$ cat config.mk
export PLATFORM = sky130hd
export DESIGN_NAME = fan_curve_controller_core_flat
export DESIGN_NICKNAME = d
export VERILOG_FILES = /design/src/rtl/fcc_pkg.sv /design/src/rtl/fcc_if.sv /design/src/rtl/fcc_datapath.sv /design/src/rtl/fcc_ctrl.sv /design/src/rtl/fan_curve_controller_core.sv /design/src/flat_wrapper.sv
export SDC_FILE = /design/constraint.sdc
export NUM_CORES = 1
export LEC_CHECK = 0
export BUFFER_PORTS_ARGS = -buffer_cell sky130_fd_sc_hd__buf_2
export CAP_MARGIN = 20
export CORE_ASPECT_RATIO = 2
export CORE_MARGIN = 2
export CORE_UTILIZATION = 35
export CTS_BUF_LIST = sky130_fd_sc_hd__clkbuf_2 sky130_fd_sc_hd__clkbuf_4 sky130_fd_sc_hd__clkbuf_8
export DETAILED_ROUTE_END_ITERATION = 10
export PLACE_DENSITY = 0.47
export SYNTH_ARGS = -nofsm -noshare
export SYNTH_HDL_FRONTEND = slang
export SYNTH_SLANG_ARGS = --single-unit
$ cat constraint.sdc
create_clock -name clk -period 14.1 [get_ports clk]
set_input_delay 2.82 -clock clk [delete_from_list [all_inputs] [get_ports clk]]
set_output_delay 2.82 -clock clk [all_outputs]
set_load 0.02 [all_outputs]
$ cat src/rtl/fcc_pkg.sv
package fcc_pkg;

  localparam int CFG_INDEX_W = 8;
  localparam int CFG_DATA_W  = 16;
  localparam int POINT_W     = 15;
  localparam int DEG16_W     = 11;
  localparam int PCT_W       = 7;
  localparam int TEMP_W      = 12;
  localparam int RPM_W       = 16;
  localparam int TIMER_W     = 16;
  localparam int ACC_W       = 18;
  localparam int QBITS       = 7;
  localparam int QIDX_W      = 3;

  // item commands
  localparam logic [1:0] CMD_TEMP    = 2'd0;
  localparam logic [1:0] CMD_RPM     = 2'd1;
  localparam logic [1:0] CMD_TIMEOUT = 2'd2;
  localparam logic [1:0] CMD_TICK    = 2'd3;

  // fan states
  localparam logic [1:0] ST_OFF   = 2'd0;
  localparam logic [1:0] ST_START = 2'd1;
  localparam logic [1:0] ST_ON    = 2'd2;
  localparam logic [1:0] ST_STALL = 2'd3;

  // register map
  localparam int                     CURVE_REGS        = 5;
  localparam logic [CFG_INDEX_W-1:0] REG_STALL_RPM     = 8'd5;
  localparam logic [CFG_INDEX_W-1:0] REG_START_MS      = 8'd6;
  localparam logic [CFG_INDEX_W-1:0] REG_STALL_WAIT_MS = 8'd7;

  localparam logic [RPM_W-1:0]   STALL_RPM_RST     = 16'd140;
  localparam logic [TIMER_W-1:0] START_MS_RST      = 16'd1000;
  localparam logic [TIMER_W-1:0] STALL_WAIT_MS_RST = 16'd3000;

  localparam logic [PCT_W-1:0] FULL_DUTY    = 7'd100;
  localparam logic [PCT_W-1:0] MIN_SETPOINT = 7'd5;
  localparam logic [6:0]       MAX_DEG      = 7'd100;

  typedef struct packed {
    logic load_item;
    logic seg_find;
    logic mul_hi;
    logic mul_lo;
    logic div_step;
    logic fan_step;
  } fcc_cmd_t;

  typedef struct packed {
    logic is_temp;
    logic seg_hit;
    logic div_last;
  } fcc_status_t;

  function automatic logic [POINT_W-1:0] point_default(input int i);
    logic [POINT_W-1:0] v;
    case (i)
      0:       v = 15'd20;
      1:       v = 15'd5140;
      2:       v = 15'd9005;
      3:       v = 15'd11610;
      default: v = 15'd15460;
    endcase
    return v;
  endfunction

  // degrees part in sixteenths, clamped to 100 degrees
  function automatic logic [DEG16_W-1:0] pt_deg16(input logic [POINT_W-1:0] p);
    logic [6:0] d;
    d = p[14:8];
    if (d > MAX_DEG) d = MAX_DEG;
    return {d, 4'b0000};
  endfunction

  function automatic logic [PCT_W-1:0] pt_pct(input logic [POINT_W-1:0] p);
    logic [7:0] v;
    v = p[7:0];
    if (v > 8'd100) v = 8'd100;
    return v[PCT_W-1:0];
  endfunction

endpackage

$ cat src/rtl/fcc_if.sv
interface fcc_item_if;
  logic                               valid;
  logic                               ready;
  logic [1:0]                         cmd;
  logic signed [fcc_pkg::TEMP_W-1:0]  temperature;
  logic [fcc_pkg::RPM_W-1:0]          rpm;

  modport source (output valid, cmd, temperature, rpm, input ready);
  modport sink   (input valid, cmd, temperature, rpm, output ready);
endinterface

interface fcc_result_if;
  logic                       valid;
  logic                       ready;
  logic [fcc_pkg::PCT_W-1:0]  duty;
  logic                       duty_written;
  logic [1:0]                 fan_state;

  modport source (output valid, duty, duty_written, fan_state, input ready);
  modport sink   (input valid, duty, duty_written, fan_state, output ready);
endinterface

interface fcc_cfg_if;
  logic                             valid;
  logic                             ready;
  logic [fcc_pkg::CFG_INDEX_W-1:0]  index;
  logic [fcc_pkg::CFG_DATA_W-1:0]   data;

  modport source (output valid, index, data, input ready);
  modport sink   (input valid, index, data, output ready);
endinterface

$ cat src/rtl/fcc_datapath.sv
module fcc_datapath #(
  parameter int CURVE_POINTS = 5
) (
  input  logic                               clk,
  input  logic                               rst,
  input  fcc_pkg::fcc_cmd_t                  ctl,
  output fcc_pkg::fcc_status_t               status,
  input  logic [1:0]                         item_cmd,
  input  logic signed [fcc_pkg::TEMP_W-1:0]  item_temperature,
  input  logic [fcc_pkg::RPM_W-1:0]          item_rpm,
  input  logic                               cfg_we,
  input  logic [fcc_pkg::CFG_INDEX_W-1:0]    cfg_index,
  input  logic [fcc_pkg::CFG_DATA_W-1:0]     cfg_data,
  output logic [fcc_pkg::PCT_W-1:0]          duty,
  output logic                               duty_written,
  output logic [1:0]                         fan_state
);

  // captured item
  logic [1:0]                         cmd_q;
  logic signed [fcc_pkg::TEMP_W-1:0]  temp_q;
  logic [fcc_pkg::RPM_W-1:0]          rpm_q;

  always_ff @(posedge clk) begin
    if (ctl.load_item) begin
      cmd_q  <= item_cmd;
      temp_q <= item_temperature;
      rpm_q  <= item_rpm;
    end
  end

  // configuration
  logic [fcc_pkg::POINT_W-1:0] pt [CURVE_POINTS];
  logic [fcc_pkg::RPM_W-1:0]   stall_rpm;
  logic [fcc_pkg::TIMER_W-1:0] start_ms;
  logic [fcc_pkg::TIMER_W-1:0] stall_wait_ms;

  for (genvar gi = 0; gi < CURVE_POINTS; gi++) begin : g_point
    if (gi < fcc_pkg::CURVE_REGS) begin : g_reg
      always_ff @(posedge clk) begin
        if (rst) begin
          pt[gi] <= fcc_pkg::point_default(gi);
        end else if (cfg_we && cfg_index == fcc_pkg::CFG_INDEX_W'(gi)) begin
          pt[gi] <= cfg_data[fcc_pkg::POINT_W-1:0];
        end
      end
    end else begin : g_fixed
      assign pt[gi] = fcc_pkg::point_default(gi);
    end
  end

  always_ff @(posedge clk) begin
    if (rst) begin
      stall_rpm     <= fcc_pkg::STALL_RPM_RST;
      start_ms      <= fcc_pkg::START_MS_RST;
      stall_wait_ms <= fcc_pkg::STALL_WAIT_MS_RST;
    end else if (cfg_we) begin
      if (cfg_index == fcc_pkg::REG_STALL_RPM)     stall_rpm     <= cfg_data;
      if (cfg_index == fcc_pkg::REG_START_MS)      start_ms      <= cfg_data;
      if (cfg_index == fcc_pkg::REG_STALL_WAIT_MS) stall_wait_ms <= cfg_data;
    end
  end

  // segment search
  logic signed [12:0]          t_ext;
  logic signed [12:0]          deg_s [CURVE_POINTS];
  logic signed [12:0]          sel_a;
  logic signed [12:0]          sel_b;
  logic [fcc_pkg::PCT_W-1:0]   sel_pa;
  logic [fcc_pkg::PCT_W-1:0]   sel_pb;
  logic                        found;
  logic                        hit;
  logic [fcc_pkg::PCT_W-1:0]   clamp_val;
  logic signed [12:0]          diff_hi;
  logic signed [12:0]          diff_lo;
  logic signed [12:0]          diff_den;

  assign t_ext = {temp_q[fcc_pkg::TEMP_W-1], temp_q};

  for (genvar gi = 0; gi < CURVE_POINTS; gi++) begin : g_deg
    assign deg_s[gi] = $signed({2'b00, fcc_pkg::pt_deg16(pt[gi])});
  end

  always_comb begin
    found  = 1'b0;
    sel_a  = '0;
    sel_b  = '0;
    sel_pa = '0;
    sel_pb = '0;
    // descending, so the lowest matching segment wins
    for (int i = CURVE_POINTS - 2; i >= 0; i--) begin
      if (t_ext > deg_s[i] && t_ext <= deg_s[i+1]) begin
        found  = 1'b1;
        sel_a  = deg_s[i];
        sel_b  = deg_s[i+1];
        sel_pa = fcc_pkg::pt_pct(pt[i]);
        sel_pb = fcc_pkg::pt_pct(pt[i+1]);
      end
    end
    hit       = 1'b0;
    clamp_val = fcc_pkg::FULL_DUTY;
    if (t_ext <= deg_s[0]) begin
      clamp_val = fcc_pkg::pt_pct(pt[0]);
    end else if (t_ext > deg_s[CURVE_POINTS-1]) begin
      clamp_val = fcc_pkg::FULL_DUTY;
    end else if (found) begin
      hit = 1'b1;
    end
  end

  assign diff_hi  = sel_b - t_ext;
  assign diff_lo  = t_ext - sel_a;
  assign diff_den = sel_b - sel_a;

  // interpolation: (pa*(b-t) + pb*(t-a)) / (b-a), one quotient bit a cycle
  logic                          seg_hit_q;
  logic [fcc_pkg::DEG16_W-1:0]   dt_hi_q;
  logic [fcc_pkg::DEG16_W-1:0]   dt_lo_q;
  logic [fcc_pkg::DEG16_W-1:0]   den_q;
  logic [fcc_pkg::PCT_W-1:0]     pa_q;
  logic [fcc_pkg::PCT_W-1:0]     pb_q;
  logic [fcc_pkg::ACC_W-1:0]     acc;
  logic [fcc_pkg::PCT_W-1:0]     interp_q;
  logic [fcc_pkg::QIDX_W-1:0]    div_k;
  logic [fcc_pkg::ACC_W-1:0]     trial;

  assign trial = {{(fcc_pkg::ACC_W-fcc_pkg::DEG16_W){1'b0}}, den_q} << div_k;

  always_ff @(posedge clk) begin
    if (ctl.seg_find) begin
      seg_hit_q <= hit;
      dt_hi_q   <= diff_hi[fcc_pkg::DEG16_W-1:0];
      dt_lo_q   <= diff_lo[fcc_pkg::DEG16_W-1:0];
      den_q     <= diff_den[fcc_pkg::DEG16_W-1:0];
      pa_q      <= sel_pa;
      pb_q      <= sel_pb;
      interp_q  <= hit ? '0 : clamp_val;
      div_k     <= fcc_pkg::QIDX_W'(fcc_pkg::QBITS - 1);
    end
    if (ctl.mul_hi) begin
      acc <= fcc_pkg::ACC_W'(pa_q) * fcc_pkg::ACC_W'(dt_hi_q);
    end
    if (ctl.mul_lo) begin
      acc <= acc + fcc_pkg::ACC_W'(pb_q) * fcc_pkg::ACC_W'(dt_lo_q);
    end
    if (ctl.div_step) begin
      if (acc >= trial) begin
        acc             <= acc - trial;
        interp_q[div_k] <= 1'b1;
      end
      div_k <= div_k - 1'b1;
    end
  end

  assign status.is_temp  = (cmd_q == fcc_pkg::CMD_TEMP);
  assign status.seg_hit  = seg_hit_q;
  assign status.div_last = (div_k == '0);

  // fan state machine, one update per item
  logic [1:0]                  cur_state;
  logic [1:0]                  prev_state;
  logic [fcc_pkg::PCT_W-1:0]   target_speed;
  logic [fcc_pkg::PCT_W-1:0]   applied_duty;
  logic [fcc_pkg::TIMER_W-1:0] timer_left;

  logic [1:0]                  cur_state_next;
  logic [fcc_pkg::PCT_W-1:0]   target_next;
  logic [fcc_pkg::PCT_W-1:0]   duty_next;
  logic [fcc_pkg::TIMER_W-1:0] timer_next;
  logic                        written_next;
  logic                        entry;

  assign entry = (cur_state != prev_state);

  always_comb begin
    cur_state_next = cur_state;
    target_next    = target_speed;
    duty_next      = applied_duty;
    timer_next     = timer_left;
    written_next   = 1'b0;

    case (cmd_q)
      fcc_pkg::CMD_TEMP: target_next = interp_q;
      fcc_pkg::CMD_RPM: begin
        if (cur_state == fcc_pkg::ST_ON && rpm_q < stall_rpm) begin
          cur_state_next = fcc_pkg::ST_STALL;
        end
      end
      fcc_pkg::CMD_TIMEOUT: target_next = fcc_pkg::FULL_DUTY;
      default: begin
        if (timer_next != '0) timer_next = timer_next - 1'b1;
      end
    endcase

    case (cur_state)
      fcc_pkg::ST_OFF: begin
        if (entry) begin
          target_next  = '0;
          duty_next    = '0;
          written_next = 1'b1;
        end
        if (cur_state_next == cur_state && target_next > fcc_pkg::MIN_SETPOINT) begin
          cur_state_next = fcc_pkg::ST_START;
        end
      end
      fcc_pkg::ST_STALL: begin
        if (entry) begin
          target_next  = '0;
          duty_next    = '0;
          written_next = 1'b1;
          timer_next   = stall_wait_ms;
        end
        if (cur_state_next == cur_state && timer_next == '0) begin
          cur_state_next = fcc_pkg::ST_START;
        end
      end
      fcc_pkg::ST_START: begin
        if (entry) begin
          target_next  = fcc_pkg::FULL_DUTY;
          duty_next    = fcc_pkg::FULL_DUTY;
          written_next = 1'b1;
          timer_next   = start_ms;
        end
        if (cur_state_next == cur_state && timer_next == '0) begin
          cur_state_next = fcc_pkg::ST_ON;
        end
      end
      default: begin
        if (cur_state_next == cur_state) begin
          duty_next    = (target_next > fcc_pkg::FULL_DUTY) ? fcc_pkg::FULL_DUTY : target_next;
          written_next = 1'b1;
          if (target_next < fcc_pkg::MIN_SETPOINT) cur_state_next = fcc_pkg::ST_OFF;
        end
        if (cur_state_next != cur_state) target_next = '0;
      end
    endcase
  end

  always_ff @(posedge clk) begin
    if (rst) begin
      cur_state    <= fcc_pkg::ST_OFF;
      prev_state   <= fcc_pkg::ST_OFF;
      target_speed <= '0;
      applied_duty <= '0;
      timer_left   <= '0;
    end else if (ctl.fan_step) begin
      cur_state    <= cur_state_next;
      prev_state   <= cur_state;
      target_speed <= target_next;
      applied_duty <= duty_next;
      timer_left   <= timer_next;
    end
  end

  // result register
  always_ff @(posedge clk) begin
    if (ctl.fan_step) begin
      duty         <= duty_next;
      duty_written <= written_next;
      fan_state    <= cur_state_next;
    end
  end

endmodule

$ cat src/rtl/fcc_ctrl.sv
module fcc_ctrl (
  input  logic                  clk,
  input  logic                  rst,
  input  logic                  item_valid,
  output logic                  item_ready,
  output logic                  result_valid,
  input  logic                  result_ready,
  input  fcc_pkg::fcc_status_t  status,
  output fcc_pkg::fcc_cmd_t     ctl
);

  localparam logic [2:0] S_IDLE   = 3'd0;
  localparam logic [2:0] S_SEG    = 3'd1;
  localparam logic [2:0] S_MULHI  = 3'd2;
  localparam logic [2:0] S_MULLO  = 3'd3;
  localparam logic [2:0] S_DIV    = 3'd4;
  localparam logic [2:0] S_STEP   = 3'd5;

  logic [2:0] state;
  logic [2:0] ctrl_state_next;
  logic       result_valid_next;

  always_comb begin
    ctl             = '0;
    item_ready      = 1'b0;
    ctrl_state_next = state;
    case (state)
      S_IDLE: begin
        item_ready = 1'b1;
        if (item_valid) begin
          ctl.load_item   = 1'b1;
          ctrl_state_next = S_SEG;
        end
      end
      S_SEG: begin
        ctl.seg_find    = 1'b1;
        ctrl_state_next = status.is_temp ? S_MULHI : S_STEP;
      end
      S_MULHI: begin
        if (status.seg_hit) begin
          ctl.mul_hi      = 1'b1;
          ctrl_state_next = S_MULLO;
        end else begin
          ctrl_state_next = S_STEP;
        end
      end
      S_MULLO: begin
        ctl.mul_lo      = 1'b1;
        ctrl_state_next = S_DIV;
      end
      S_DIV: begin
        ctl.div_step = 1'b1;
        if (status.div_last) ctrl_state_next = S_STEP;
      end
      S_STEP: begin
        // wait for the result register to drain
        if (!result_valid || result_ready) begin
          ctl.fan_step    = 1'b1;
          ctrl_state_next = S_IDLE;
        end
      end
      default: ctrl_state_next = S_IDLE;
    endcase
  end

  always_comb begin
    result_valid_next = result_valid;
    if (ctl.fan_step) begin
      result_valid_next = 1'b1;
    end else if (result_ready) begin
      result_valid_next = 1'b0;
    end
  end

  always_ff @(posedge clk) begin
    if (rst) begin
      state        <= S_IDLE;
      result_valid <= 1'b0;
    end else begin
      state        <= ctrl_state_next;
      result_valid <= result_valid_next;
    end
  end

endmodule

$ cat src/rtl/fan_curve_controller_core.sv
// Channel  | Dir | Beat contents
// items    | in  | cmd, temperature, rpm
// results  | out | duty, duty_written, fan_state (one per item)
// cfg      | in  | index, data (register write, always ready)
//
// Rpm, timeout and tick items go from acceptance through segment search to
// the fan step. A temperature inside the curve takes segment search, a high
// and a low multiply, then the divider producing one quotient bit a cycle (7 bits).
// Temperatures outside the curve skip the multiply and divide.
// One item is in work at a time; the next is taken while a result waits.
// Synchronous active-high reset restores the curve and timing registers.
module fan_curve_controller_core #(
  parameter int CURVE_POINTS = 5
) (
  input  logic          clk,
  input  logic          rst,
  fcc_item_if.sink      items,
  fcc_result_if.source  results,
  fcc_cfg_if.sink       cfg
);

  fcc_pkg::fcc_cmd_t    ctl;
  fcc_pkg::fcc_status_t status;

  assign cfg.ready = 1'b1;

  fcc_ctrl u_ctrl (
    .clk          (clk),
    .rst          (rst),
    .item_valid   (items.valid),
    .item_ready   (items.ready),
    .result_valid (results.valid),
    .result_ready (results.ready),
    .status       (status),
    .ctl          (ctl)
  );

  fcc_datapath #(
    .CURVE_POINTS (CURVE_POINTS)
  ) u_datapath (
    .clk              (clk),
    .rst              (rst),
    .ctl              (ctl),
    .status           (status),
    .item_cmd         (items.cmd),
    .item_temperature (items.temperature),
    .item_rpm         (items.rpm),
    .cfg_we           (cfg.valid),
    .cfg_index        (cfg.index),
    .cfg_data         (cfg.data),
    .duty             (results.duty),
    .duty_written     (results.duty_written),
    .fan_state        (results.fan_state)
  );

endmodule

$ cat src/flat_wrapper.sv
// flat-port wrapper written by rule: the top's interface ports become plain ports
module fan_curve_controller_core_flat 
#(
  parameter int CURVE_POINTS = 5
)
  (clk, rst, items_valid, items_cmd, items_temperature, items_rpm, items_ready, results_valid, results_duty, results_duty_written, results_fan_state, results_ready, cfg_valid, cfg_index, cfg_data, cfg_ready);
  fcc_item_if items_i ();
  fcc_result_if results_i ();
  fcc_cfg_if cfg_i ();
  input  logic clk;
  input  logic rst;
  input wire logic [$bits(items_i.valid)-1:0] items_valid;
  input wire logic [$bits(items_i.cmd)-1:0] items_cmd;
  input wire logic [$bits(items_i.temperature)-1:0] items_temperature;
  input wire logic [$bits(items_i.rpm)-1:0] items_rpm;
  output wire logic [$bits(items_i.ready)-1:0] items_ready;
  output wire logic [$bits(results_i.valid)-1:0] results_valid;
  output wire logic [$bits(results_i.duty)-1:0] results_duty;
  output wire logic [$bits(results_i.duty_written)-1:0] results_duty_written;
  output wire logic [$bits(results_i.fan_state)-1:0] results_fan_state;
  input wire logic [$bits(results_i.ready)-1:0] results_ready;
  input wire logic [$bits(cfg_i.valid)-1:0] cfg_valid;
  input wire logic [$bits(cfg_i.index)-1:0] cfg_index;
  input wire logic [$bits(cfg_i.data)-1:0] cfg_data;
  output wire logic [$bits(cfg_i.ready)-1:0] cfg_ready;
  assign items_i.valid = items_valid;
  assign items_i.cmd = items_cmd;
  assign items_i.temperature = items_temperature;
  assign items_i.rpm = items_rpm;
  assign items_ready = items_i.ready;
  assign results_valid = results_i.valid;
  assign results_duty = results_i.duty;
  assign results_duty_written = results_i.duty_written;
  assign results_fan_state = results_i.fan_state;
  assign results_i.ready = results_ready;
  assign cfg_i.valid = cfg_valid;
  assign cfg_i.index = cfg_index;
  assign cfg_i.data = cfg_data;
  assign cfg_ready = cfg_i.ready;
  fan_curve_controller_core #(.CURVE_POINTS(CURVE_POINTS)) u_core (.clk(clk), .rst(rst), .items(items_i), .results(results_i), .cfg(cfg_i));
endmodule
==> flow_summary.toml <==
[outcome]
status = "finished, final reports clean"

[setup_path]
path_delay_family = "adder cells"
cp.arrival_ps = 6610
path_cells = "and2_1 -> fa_1 -> fa_1 -> fa_1 -> inv_1 -> fa_1 -> inv_1 -> ha_1 -> o21ai_0 -> nor2_1 -> a2111oi_0 -> nor3_1 -> a2111oi_2 -> mux2i_1 -> a21oi_1 -> a2111oi_0 -> a211oi_1"
path_buf_inv = 2
required_ps = 14580
cpMaxStageDelayCell = "a2111oi_0"
crit_top_cell = "fa_1"
path_class = "flip-flop to flip-flop"
cp-start-kind = "flip-flop"
end_kind = "flip-flop"
worstPathMaxFanout = 11
crit_path_max_incr_delay_ps = 960

[global_routing]
grt_pass1_vias = 17700
grt_overflow = 0
grt_use_total = 0.221
antenna_found_initial = 4
grt_pass1_wl_mm = 101
grt_start_max_net_pins = 72

[clock_tree]
clockRootBuffer = "clkbuf_8"
h-tree-depth = 2
cts.sinks = 272
cts_buffers = 45
cts_tree = "built"
clockBufferDepth = 3
cts_hold_buffers = 0
clkTransAtPathRegs_ps = 60
post_cts_buffers = 0
post_cts_resized = 0
clkLatencyLatePin_ps = 620

[detailed_routing]
top_layer_used = "met4"
m1WireLength_mm = 20.9
dr_wl_met2_mm = 39.9
wirelength_mm = 66.6
met3_length_mm = 1.77
wl_per_cell_um = 21.5
drtIter0Drc = 802
dr.pass1.iters = 5
final_antenna_net_count = 0
vias_per_cell = 5.41
post-route-drc-count = 0
num_vias = 16700

[timing]
fmax_ghz = 0.163
slew_violations = 0
finalSetupViolations = 0
slew_headroom = 0.263
finalCritPeriodShare = 0.435
hold_violations = 0
min_period_ps = 6140
rsz0062_at_grt = "false"
finalSetupTns_ps = 0
whs_ps = 454
skew_ps = 20.1
tightestPinTransition_ps = 1080

[run]
maxCapViolCount = 0

[logic_synthesis]
synthMuxAreaShare = 0.00864
synthCells = 2265
synth_area_per_cell_um2 = 9.01
syn_nets = 2593
synth_xor_area_frac = 0.0249
synth_compound_area_frac = 0.151
synthSimpleGateAreaFrac = 0.209
ys_types = 80
synth_edf_count = 164
yosys_register_bits = 272
async_flop_share = 0
netlist_area_um2 = 20400
synth-seq-area-share = 0.347
ys.flop_type = "edfxtp_1"
ys_warn_count = 0
synth_top_family_by_area = "simple AND/OR/NAND/NOR gates"
yosys.area_share.adder = 0.204

[power]
swShare = 0.454
p_seq_frac = 0.231
power_mw = 4.62
p_int_mw = 2.52
netSwitchingPower_mw = 2.10
combPwrFrac = 0.602
power.density_nw_per_um2 = 206
ir_worst_vdd_uv = 169
p_leak_nw = 9.35
p_clk_frac = 0.167

[placed_design]
routabilityCongestion = 0.881
io_buffers = 70
hpwl_mm = 52.5

[finish]
syn_to_final_growth_pct = 9.99
final_util = 0.388
drive_gt1_frac = 0.0831
nets = 2627

[floorplan]
rows = 125
start_util = 0.353
ios = 72
dieArea_um2 = 60400
die_y_um = 346
core_um2 = 57900
chipWidth_um = 175

[worst_hold_path]
hp-class = "flip-flop to flip-flop"
## worst paths after layout
check                                                      start                                        endpoint  slack [ps]  cells after the start
hold reg to reg   u_core.u_datapath.target_speed[5]$_SDFFE_PP0P_  u_core.u_datapath.target_speed[5]$_SDFFE_PP0P_         450                      2
setup / recovery             u_core.u_datapath.pa_q[1]$_DFFE_PP_               u_core.u_datapath.acc[15]$_DFF_P_        7960                     17
hold / removal    u_core.u_datapath.target_speed[5]$_SDFFE_PP0P_  u_core.u_datapath.target_speed[5]$_SDFFE_PP0P_         450                      2
setup reg to reg             u_core.u_datapath.pa_q[1]$_DFFE_PP_               u_core.u_datapath.acc[15]$_DFF_P_        7960                     17
## stage by stage
stage	cell area, um^2	cells	setup WS (ps)
after detailed placement	21500	3013	7920
after floorplan	20400	2265	8680
final	22500	3098	7960
after global routing	22500	3098	7570
after global placement	21500	3013	7990
after CTS	22400	3096	7930
## worst min-delay path, cell delays in order, from the launching register on
cell,delay [ps]
dfxtp_1,310
nand2_1,50
a21oi_1,50
## area by class of cell
type                       count  area [um^2]
fill                        6059        35400
multi-input combinational   1696        12200
sequential                   272         7090
tap                          762          953
clock buffer                  61          752
inverter                     198          743
timing repair buffer          86          483
clock inverter                22          215
antenna                        1         2.50
## synth_stat cells (19+ instances only)
master	count	area, um^2
nand2_1	320	1200
inv_1	197	739
nor2_1	167	627
edfxtp_1	164	4920
ha_1	163	2040
a21oi_1	137	686
dfxtp_1	108	2160
fa_1	106	2120
and2_1	102	638
clkbuf_1	94	353
o21ai_0	90	450
nor3_1	46	230
nand2b_1	44	275
and3_1	43	269
xnor2_1	42	368
nand3_1	34	170
nor2b_1	27	169
a22oi_1	24	180
or3_1	22	138
a31oi_1	20	125
a21o_1	19	143
o221ai_1	19	166
o31ai_1	19	143
## power by group through the flow
stage	registers, mW	clock network [mW]	logic [mW]
floorplan	1.01	0	2.08
global placement	1.08	0	2.79
detailed placement	1.08	0	2.80
CTS	1.07	0.796	2.82
global route	1.08	0.824	3.14
finish	1.07	0.772	2.78
## logic make-up (layout without fill, tap and decap cells)
group / count (synthesis) / after routing
simple gates: 879 / 879
compound gates: 472 / 472
buf+inv: 297 / 367
flops: 272 / 272
fa+ha+maj: 269 / 269
xor+xnor: 58 / 58
mux: 17 / 17
other cells: 1 / 2
## flip-flops by register name, indices dropped and copies added, names as in the netlist, 3 cells and up
name and flops:
u_core.u_datapath.acc 18, u_core.u_datapath.target_speed 7, u_core.u_ctrl.state 3, u_core.u_datapath.pa_q 7, u_core.u_datapath.stall_wait_ms 16, u_core.u_datapath.applied_duty 7, u_core.u_datapath.start_ms 16, u_core.u_datapath.dt_lo_q 10
u_core.u_datapath.duty 7, u_core.u_datapath.pb_q 7, u_core.u_datapath.rpm_q 16, u_core.u_datapath.den_q 7, u_core.u_datapath.pt 75, u_core.u_datapath.div_k 3, u_core.u_datapath.timer_left 16, u_core.u_datapath.stall_rpm 16
u_core.u_datapath.interp_q 7, u_core.u_datapath.temp_q 12, u_core.u_datapath.dt_hi_q 11
## per-layer routing
layer  up-vias  track usage
met4         0        0.122
met2       368        0.471
met3       168       0.0203
li1       7978            -
met5         -            0
met1      8235        0.192
## placed cells by master (no fill, tap or decap), types with 14 or more instances in the layout
| cell type | instances |
|---|---|
| a221oi_1 | 18 |
| a22oi_1 | 24 |
| o211ai_1 | 14 |
| nor4_1 | 16 |
| a21o_1 | 19 |
| clkbuf_4 | 14 |
| o31ai_1 | 19 |
| ha_1 | 163 |
| nand2b_1 | 44 |
| xor2_1 | 16 |
| o21ai_0 | 90 |
| buf_2 | 70 |
| fa_1 | 106 |
| clkbuf_8 | 47 |
| a21oi_1 | 137 |
| nand3_1 | 34 |
| nand2_1 | 320 |
| xnor2_1 | 42 |
| dfxtp_1 | 108 |
| nor2_1 | 166 |
| nor2b_1 | 27 |
| o221ai_1 | 19 |
| inv_1 | 196 |
| o21a_1 | 16 |
| a211oi_1 | 16 |
| a31oi_1 | 20 |
| edfxtp_1 | 164 |
| and3_1 | 43 |
| or3_1 | 22 |
| nor3_1 | 45 |
| buf_4 | 15 |
| and2_1 | 101 |
| nand3b_1 | 18 |
Note: power is estimated with default switching activity, not from simulation.
